### src/hdl/sro_pkg.sv
`timescale 1ns / 1ps
// Shared types and widths for the sequence reorder buffer.
package sro_pkg;

    localparam int ID_W   = 32;
    localparam int SLOT_W = 4;

    typedef logic [ID_W-1:0]   seq_id_t;
    typedef logic [SLOT_W-1:0] slot_id_t;

    typedef enum logic [1:0] {
        ST_IDLE,
        ST_EMIT,
        ST_DRAIN
    } state_t;

    typedef struct packed {
        logic insert;
        logic pop;
    } cell_ctrl_t;

endpackage

### src/hdl/sro_cell.sv
`timescale 1ns / 1ps
// One entry of the sorted pending chain: keep, shift right on insert, shift left on pop.
module sro_cell
    import sro_pkg::*;
(
    input  logic       clk,
    input  cell_ctrl_t ctrl,
    input  logic       valid,
    input  seq_id_t    new_id,
    input  seq_id_t    left_id,
    input  slot_id_t   left_slot,
    input  seq_id_t    right_id,
    input  slot_id_t   right_slot,
    output seq_id_t    id,
    output slot_id_t   slot,
    output logic       le
);

    seq_id_t  id_reg;
    seq_id_t  id_next;
    slot_id_t slot_reg;
    slot_id_t slot_next;

    // entry belongs before the newcomer (equal ids stay ahead)
    assign le = valid && (id_reg <= new_id);

    always_comb
    begin
        id_next   = id_reg;
        slot_next = slot_reg;
        if (ctrl.pop)
        begin
            id_next   = right_id;
            slot_next = right_slot;
        end
        else if (ctrl.insert && !le)
        begin
            // left neighbor is either the newcomer or an entry moving right
            id_next   = left_id;
            slot_next = left_slot;
        end
    end

    always_ff @(posedge clk)
    begin
        id_reg   <= id_next;
        slot_reg <= slot_next;
    end

    assign id   = id_reg;
    assign slot = slot_reg;

endmodule

### src/hdl/sro_chain.sv
`timescale 1ns / 1ps
// Row of pending cells kept sorted by sequence id, with its fill count.
module sro_chain
    import sro_pkg::*;
#(
    parameter int SLOTS = 16,
    parameter int CNT_W = 5
)
(
    input  logic             clk,
    input  logic             rst_n,
    input  cell_ctrl_t       ctrl,
    input  seq_id_t          new_id,
    input  slot_id_t         new_slot,
    output seq_id_t          head_id,
    output slot_id_t         head_slot,
    output seq_id_t          second_id,
    output logic [CNT_W-1:0] count,
    output logic             full
);

    logic [CNT_W-1:0] count_reg;
    logic [CNT_W-1:0] count_next;

    seq_id_t  id_w   [SLOTS];
    slot_id_t slot_w [SLOTS];
    logic     le_w   [SLOTS];

    for (genvar i = 0; i < SLOTS; i++)
    begin : g_cell
        seq_id_t  l_id;
        slot_id_t l_slot;
        logic     l_le;
        seq_id_t  r_id;
        slot_id_t r_slot;
        seq_id_t  src_id;
        slot_id_t src_slot;

        if (i == 0)
        begin : g_first
            assign l_id   = new_id;
            assign l_slot = new_slot;
            assign l_le   = 1'b0;
        end
        else
        begin : g_mid
            assign l_id   = id_w[i-1];
            assign l_slot = slot_w[i-1];
            assign l_le   = le_w[i-1];
        end

        if (i == SLOTS - 1)
        begin : g_last
            assign r_id   = id_w[i];
            assign r_slot = slot_w[i];
        end
        else
        begin : g_inner
            assign r_id   = id_w[i+1];
            assign r_slot = slot_w[i+1];
        end

        // take the newcomer only where the left neighbor stays put
        assign src_id   = l_le ? new_id : l_id;
        assign src_slot = l_le ? new_slot : l_slot;

        sro_cell u_cell (
            .clk        (clk),
            .ctrl       (ctrl),
            .valid      (CNT_W'(i) < count_reg),
            .new_id     (new_id),
            .left_id    (src_id),
            .left_slot  (src_slot),
            .right_id   (r_id),
            .right_slot (r_slot),
            .id         (id_w[i]),
            .slot       (slot_w[i]),
            .le         (le_w[i])
        );
    end

    if (SLOTS > 1)
    begin : g_second
        assign second_id = id_w[1];
    end
    else
    begin : g_no_second
        assign second_id = id_w[0];
    end

    always_comb
    begin
        count_next = count_reg;
        if (ctrl.insert)
        begin
            count_next = count_reg + 1'b1;
        end
        else if (ctrl.pop)
        begin
            count_next = count_reg - 1'b1;
        end
    end

    always_ff @(posedge clk or negedge rst_n)
    begin
        if (!rst_n)
        begin
            count_reg <= '0;
        end
        else
        begin
            count_reg <= count_next;
        end
    end

    assign head_id   = id_w[0];
    assign head_slot = slot_w[0];
    assign count     = count_reg;
    assign full      = (count_reg == CNT_W'(SLOTS));

endmodule

### src/hdl/sequence_reorder_buffer.sv
`timescale 1ns / 1ps
// Sequence reorder buffer: releases filled slots in sequence order.
// Out-of-order request: inserted into the sorted cell chain, or dropped when the chain is full.
// In-order request: held in the hold registers, then loaded into the output register once
//   it is free; then one held entry drains per cycle from the chain head while it stays free.
// The output register lets the next request be taken while the last result waits.
// Reset clears the delivered counter, the chain fill count and the control state.
module sequence_reorder_buffer
    import sro_pkg::*;
#(
    parameter int SLOTS = 16
)
(
    input  logic     clk,
    input  logic     rst_n,
    input  logic     item_valid,
    output logic     item_ready,
    input  slot_id_t slot_index,
    input  seq_id_t  sequence_number,
    output logic     result_valid,
    input  logic     result_ready,
    output slot_id_t out_slot,
    output seq_id_t  out_sequence,
    output logic     last
);

    localparam int CNT_W = $clog2(SLOTS + 1);

    state_t           state_reg, state_next;
    seq_id_t          delivered_reg, delivered_next;
    logic [CNT_W-1:0] n_reg, n_next;
    seq_id_t          hold_id_reg, hold_id_next;
    slot_id_t         hold_slot_reg, hold_slot_next;
    logic             result_valid_reg, result_valid_next;
    slot_id_t         out_slot_reg, out_slot_next;
    seq_id_t          out_sequence_reg, out_sequence_next;
    logic             last_reg, last_next;

    cell_ctrl_t       ctrl;
    seq_id_t          head_id;
    slot_id_t         head_slot;
    seq_id_t          second_id;
    logic [CNT_W-1:0] count;
    logic             full;
    logic             out_free;
    logic             load;
    logic             more;

    sro_chain #(
        .SLOTS (SLOTS),
        .CNT_W (CNT_W)
    ) u_chain (
        .clk       (clk),
        .rst_n     (rst_n),
        .ctrl      (ctrl),
        .new_id    (sequence_number),
        .new_slot  (slot_index),
        .head_id   (head_id),
        .head_slot (head_slot),
        .second_id (second_id),
        .count     (count),
        .full      (full)
    );

    assign out_free = !result_valid_reg || result_ready;

    always_comb
    begin
        state_next        = state_reg;
        delivered_next    = delivered_reg;
        n_next            = n_reg;
        hold_id_next      = hold_id_reg;
        hold_slot_next    = hold_slot_reg;
        out_slot_next     = out_slot_reg;
        out_sequence_next = out_sequence_reg;
        last_next         = last_reg;
        ctrl              = '0;
        item_ready        = 1'b0;
        load              = 1'b0;
        more              = 1'b0;

        unique case (state_reg)
            ST_IDLE:
            begin
                item_ready = 1'b1;
                if (item_valid)
                begin
                    if (sequence_number == delivered_reg + 1'b1)
                    begin
                        hold_id_next   = sequence_number;
                        hold_slot_next = slot_index;
                        state_next     = ST_EMIT;
                    end
                    else
                    begin
                        // drop when full
                        ctrl.insert = !full;
                    end
                end
            end
            ST_EMIT:
            begin
                more = (count != '0) && (head_id == hold_id_reg + 1'b1) && (SLOTS > 1);
                if (out_free)
                begin
                    load              = 1'b1;
                    out_slot_next     = hold_slot_reg;
                    out_sequence_next = hold_id_reg;
                    last_next         = !more;
                    delivered_next    = hold_id_reg;
                    n_next            = CNT_W'(1);
                    state_next        = more ? ST_DRAIN : ST_IDLE;
                end
            end
            ST_DRAIN:
            begin
                more = (count > CNT_W'(1)) && (second_id == head_id + 1'b1)
                    && (CNT_W'(n_reg + 1'b1) < CNT_W'(SLOTS));
                if (out_free)
                begin
                    load              = 1'b1;
                    ctrl.pop          = 1'b1;
                    out_slot_next     = head_slot;
                    out_sequence_next = head_id;
                    last_next         = !more;
                    delivered_next    = head_id;
                    n_next            = CNT_W'(n_reg + 1'b1);
                    state_next        = more ? ST_DRAIN : ST_IDLE;
                end
            end
            default:
            begin
                state_next = ST_IDLE;
            end
        endcase

        if (load)
        begin
            result_valid_next = 1'b1;
        end
        else if (result_ready)
        begin
            result_valid_next = 1'b0;
        end
        else
        begin
            result_valid_next = result_valid_reg;
        end
    end

    always_ff @(posedge clk or negedge rst_n)
    begin
        if (!rst_n)
        begin
            state_reg        <= ST_IDLE;
            delivered_reg    <= '0;
            n_reg            <= '0;
            result_valid_reg <= 1'b0;
        end
        else
        begin
            state_reg        <= state_next;
            delivered_reg    <= delivered_next;
            n_reg            <= n_next;
            result_valid_reg <= result_valid_next;
        end
    end

    always_ff @(posedge clk)
    begin
        hold_id_reg      <= hold_id_next;
        hold_slot_reg    <= hold_slot_next;
        out_slot_reg     <= out_slot_next;
        out_sequence_reg <= out_sequence_next;
        last_reg         <= last_next;
    end

    assign result_valid = result_valid_reg;
    assign out_slot     = out_slot_reg;
    assign out_sequence = out_sequence_reg;
    assign last         = last_reg;

    a_pop_nonempty: assert property (@(posedge clk) disable iff (!rst_n)
        ctrl.pop |-> (count != '0))
        else $error("pop from empty pending chain");

    a_no_insert_pop: assert property (@(posedge clk) disable iff (!rst_n)
        !(ctrl.insert && ctrl.pop))
        else $error("insert and pop in the same cycle");

    a_drain_in_order: assert property (@(posedge clk) disable iff (!rst_n)
        (state_reg == ST_DRAIN && load) |-> (head_id == delivered_reg + 1'b1))
        else $error("drained entry is not next in order");

    a_count_bound: assert property (@(posedge clk) disable iff (!rst_n)
        count <= CNT_W'(SLOTS))
        else $error("pending count above capacity");

endmodule
### config.mk
export PLATFORM = sky130hd
export DESIGN_NAME = sequence_reorder_buffer
export DESIGN_NICKNAME = d
export VERILOG_FILES = /design/src/hdl/sro_pkg.sv /design/src/hdl/sro_cell.sv /design/src/hdl/sro_chain.sv /design/src/hdl/sequence_reorder_buffer.sv
export SDC_FILE = /design/constraint.sdc
export NUM_CORES = 2
export LEC_CHECK = 0
export ABC_CLOCK_PERIOD_IN_PS = 9100
export BUFFER_PORTS_ARGS = -buffer_cell sky130_fd_sc_hd__buf_2
export CAP_MARGIN = 20
export CELL_PAD_IN_SITES_DETAIL_PLACEMENT = 0
export CELL_PAD_IN_SITES_GLOBAL_PLACEMENT = 2
export CORE_ASPECT_RATIO = 1.5
export CORE_MARGIN = 3
export CORE_UTILIZATION = 46
export DETAILED_ROUTE_END_ITERATION = 6
export PLACE_DENSITY_LB_ADDON = 0.1
export SETUP_SLACK_MARGIN = 0.02
export SLEW_MARGIN = 5
export SYNTH_ARGS = -nofsm -noshare
export SYNTH_HDL_FRONTEND = slang
export SYNTH_SLANG_ARGS = --single-unit
### constraint.sdc
create_clock -name clk -period 9.1 [get_ports clk]
set_input_delay 0.455 -clock clk [delete_from_list [all_inputs] [get_ports clk]]
set_output_delay 0.455 -clock clk [all_outputs]
set_load 0.02 [all_outputs]
==> results.cfg <==
[job]
drv_cap = 0

[die]
io_pins = 79
core_area_um2 = 104000
dieArea_um2 = 109000
chipHeight_um = 404
start_util = 0.465
rows = 145
die_x_um = 271

[yosys]
yosysUniqueCellTypes = 83
yosys_warnings = 0
postSynthCellCount = 4713
yosysTopAreaCellShare = 0.402
synth_flop_cell = edfxtp_1
postSynth.asyncResetShare = 0.0648
synth_area_per_cell_um2 = 10.3
synth_area_leaders = edfxtp_1, ha_1, mux2i_1
syn-num-nets = 5276
yosys.area.top_type = edfxtp_1
synth_edf_count = 649
synth_seq_area_share = 0.425
synth_area_um2 = 48500
synth_seq_cells = 694

[place]
dp_cells = 5986
hpwl_mm = 128
gp_congestion = 0.928
io_buffers = 78
place_ws_ps = 3620

[route]
final_antenna_net_count = 0
drc = 0
via_per_inst = 6.25
wl_per_cell_um = 28.7
routed_wirelength_mm = 176
dr.pass1.iters = 5
vias = 38300
drtIter0Drc = 3318

[clock_tree]
clock_latency_ps = 680
root_buffer = clkbuf_16
cts_made_buffers = 77
cts.sinks = 694
cts_tree = built
clk_pin_slew_worst_paths_ps = 60
htree_levels = 3
post_cts_buffers = 0
clk_path_buf_depth = 3

[layout]
fin_nets = 5234
nFillCells = 9707
layoutNonFillerInstCount = 6128
areaGrowthSynthToFinish_pct = 9.33
largest_reg_flops = 512
layout-drive-gt1-share = 0.109

[global_routing]
grt_pass1_wl_mm = 255
grt_pass1_vias = 38200
antenna_found_initial = 0
overflow = 0
grt_max_degree = 206
track_usage = 0.314

[worst_setup_path]
crit_type = flip-flop to flip-flop
worst_ep_required_time_ps = 9440
r2r-start = delivered_reg[15]$_DFFE_PN0P_
worstSetupEndpointType = flip-flop
crit_fanout = 20
start_kind = flip-flop
crit_arrival_ps = 5560
critPathLaunch = delivered_reg[15]$_DFFE_PN0P_

[timing]
max_freq_mhz = 192
rsz0062_at_grt = no
setup_viol = 0
relSlewSlack = 0.243
fin_setup_tns_ps = 0
setup_ws_ps = 3880
hold_viol_final = 0
slew_viol_final = 0
worst_slew_pin_slew_ps = 1130
post-route-period-util = 0.574
min_period_ps = 5220
clock_skew_ps = 29.4

[power]
powerDensity_nw_per_um2 = 325
leakagePower_nw = 21.1
irDropWorstVdd_mv = 0.260

[run_status]
status = finished, final reports clean

[worst_hold_path]
hp-start = slot_index[3]
hp-class = input pin to flip-flop
[power by group]
part | switching, W | total, W | internal [W]
Clock | 0.00141 | 0.00325 | 0.00185
Combinational | 0.00432 | 0.00721 | 0.00289
Sequential | 0.00136 | 0.00678 | 0.00542
[critical path: stages, from the launching register on]
cell,delay [ps]
dfrtp_1,490
nand4_1,350
nor4_2,700
nand4_1,200
xnor2_1,220
a31oi_1,300
nor3_1,180
a31oi_4,590
nand2_2,440
o21ai_4,890
buf_4,500
[path summary, 6_finish.rpt]
kind | endpoint | slack [ps] | cells past startpoint
worst max-delay path | u_chain.g_cell[13].u_cell.id[8]$_DFFE_PP_ | 3880 | 10
worst min-delay path | hold_slot_reg[3]$_DFFE_PP_ | 170 | 1
worst max register to register | u_chain.g_cell[13].u_cell.id[8]$_DFFE_PP_ | 3880 | 10
worst min register to register | n_reg[4]$_DFFE_PN0P_ | 500 | 2
max in group asynchronous | delivered_reg[21]$_DFFE_PN0P_ | 8070 | 3
min in group asynchronous | delivered_reg[7]$_DFFE_PN0P_ | 460 | 3
[cell usage in the layout, fill, tap and decap left out, types with 13 or more instances in the layout]
cell type and instances:
xnor2_1 61, clkbuf_16 80, inv_1 85, a31oi_1 59, ha_1 522, or3_1 40, o21ai_1 13, dfrtp_1 45
nand2b_1 25, edfxtp_1 649, a21oi_1 122, nor4_1 30, mux2_2 101, nand4_1 137, nand2_1 604, o221ai_1 14
a211o_1 15, buf_4 87, and4_1 32, nor2_1 196, a21o_1 145, nand3_1 109, clkbuf_1 22, xor2_1 57
buf_2 78, o211ai_1 53, and3_1 21, o21a_1 20, nor3_1 45, o221a_2 72, and2_1 14, mux2i_1 367
o21ai_0 525, a211oi_1 24, nor2b_1 49
[timing repair]
action	4_1_cts	5_1_grt
gates resized for setup	0	0
endpoints found under the hold margin	45	0
hold buffers	1	0
[layer usage]
metal / wire length, µm / vias to the layer above / global-route usage
li1: - / 17800 / -
met5: 0 / - / 0
met3: 7630 / 380 / 0.0278
met2: 88000 / 1239 / 0.557
met1: 69100 / 18800 / 0.372
met4: 10800 / 0 / 0.176
[through the flow]
step           total power [W]  hold WS [ps]  utilization  cell area (µm²)
3_3_place_gp            0.0138           481        0.484            50500
2_1_floorplan           0.0110           159            -            48500
5_1_grt                 0.0181           173        0.508            53000
3_5_place_dp            0.0139           492        0.484            50500
6_report                0.0172           174        0.508            53000
4_1_cts                 0.0172           129        0.508            53000
[area by class of cell]
type | count | area, µm² | area share
Antenna cell | 1 | 2.50 | 0.0000472
Clock buffer | 106 | 2140 | 0.0404
Multi-Input combinational cell | 3642 | 26700 | 0.504
Timing Repair Buffer | 170 | 1120 | 0.0212
Inverter | 86 | 323 | 0.00609
Sequential cell | 694 | 20600 | 0.389
Tap cell | 1396 | 1750 | 0.0329
Clock inverter | 33 | 358 | 0.00675
[synth_stat cells (all sizes together) (32+ instances only)]
master	instances
edfxtp	649
nand2	614
o21ai	548
ha	523
mux2i	367
clkbuf	238
nor2	199
a21o	146
nand4	138
a21oi	123
nand3	111
mux2	101
inv	86
o221a	72
a31oi	61
xnor2	61
xor2	57
buf	53
o211ai	53
nor2b	49
dfrtp	45
nor3	45
or3	41
nor4	34
and4	32
[logic make-up (layout without fill, tap and decap cells)]
kind of cell / Yosys count / after routing / synth area share
AND/OR/NAND/NOR: 1366 / 1366 / 0.135
AO/OA/AOI/OAI: 1167 / 1167 / 0.153
flip-flops: 694 / 694 / 0.425
adder cells (fa/ha/maj): 523 / 523 / 0.135
multiplexers: 468 / 468 / 0.0992
buffers and inverters: 377 / 395 / 0.0309
XOR/XNOR: 118 / 118 / 0.0213
other: 0 / 1 / 0
(Power assumes the default switching activity.)
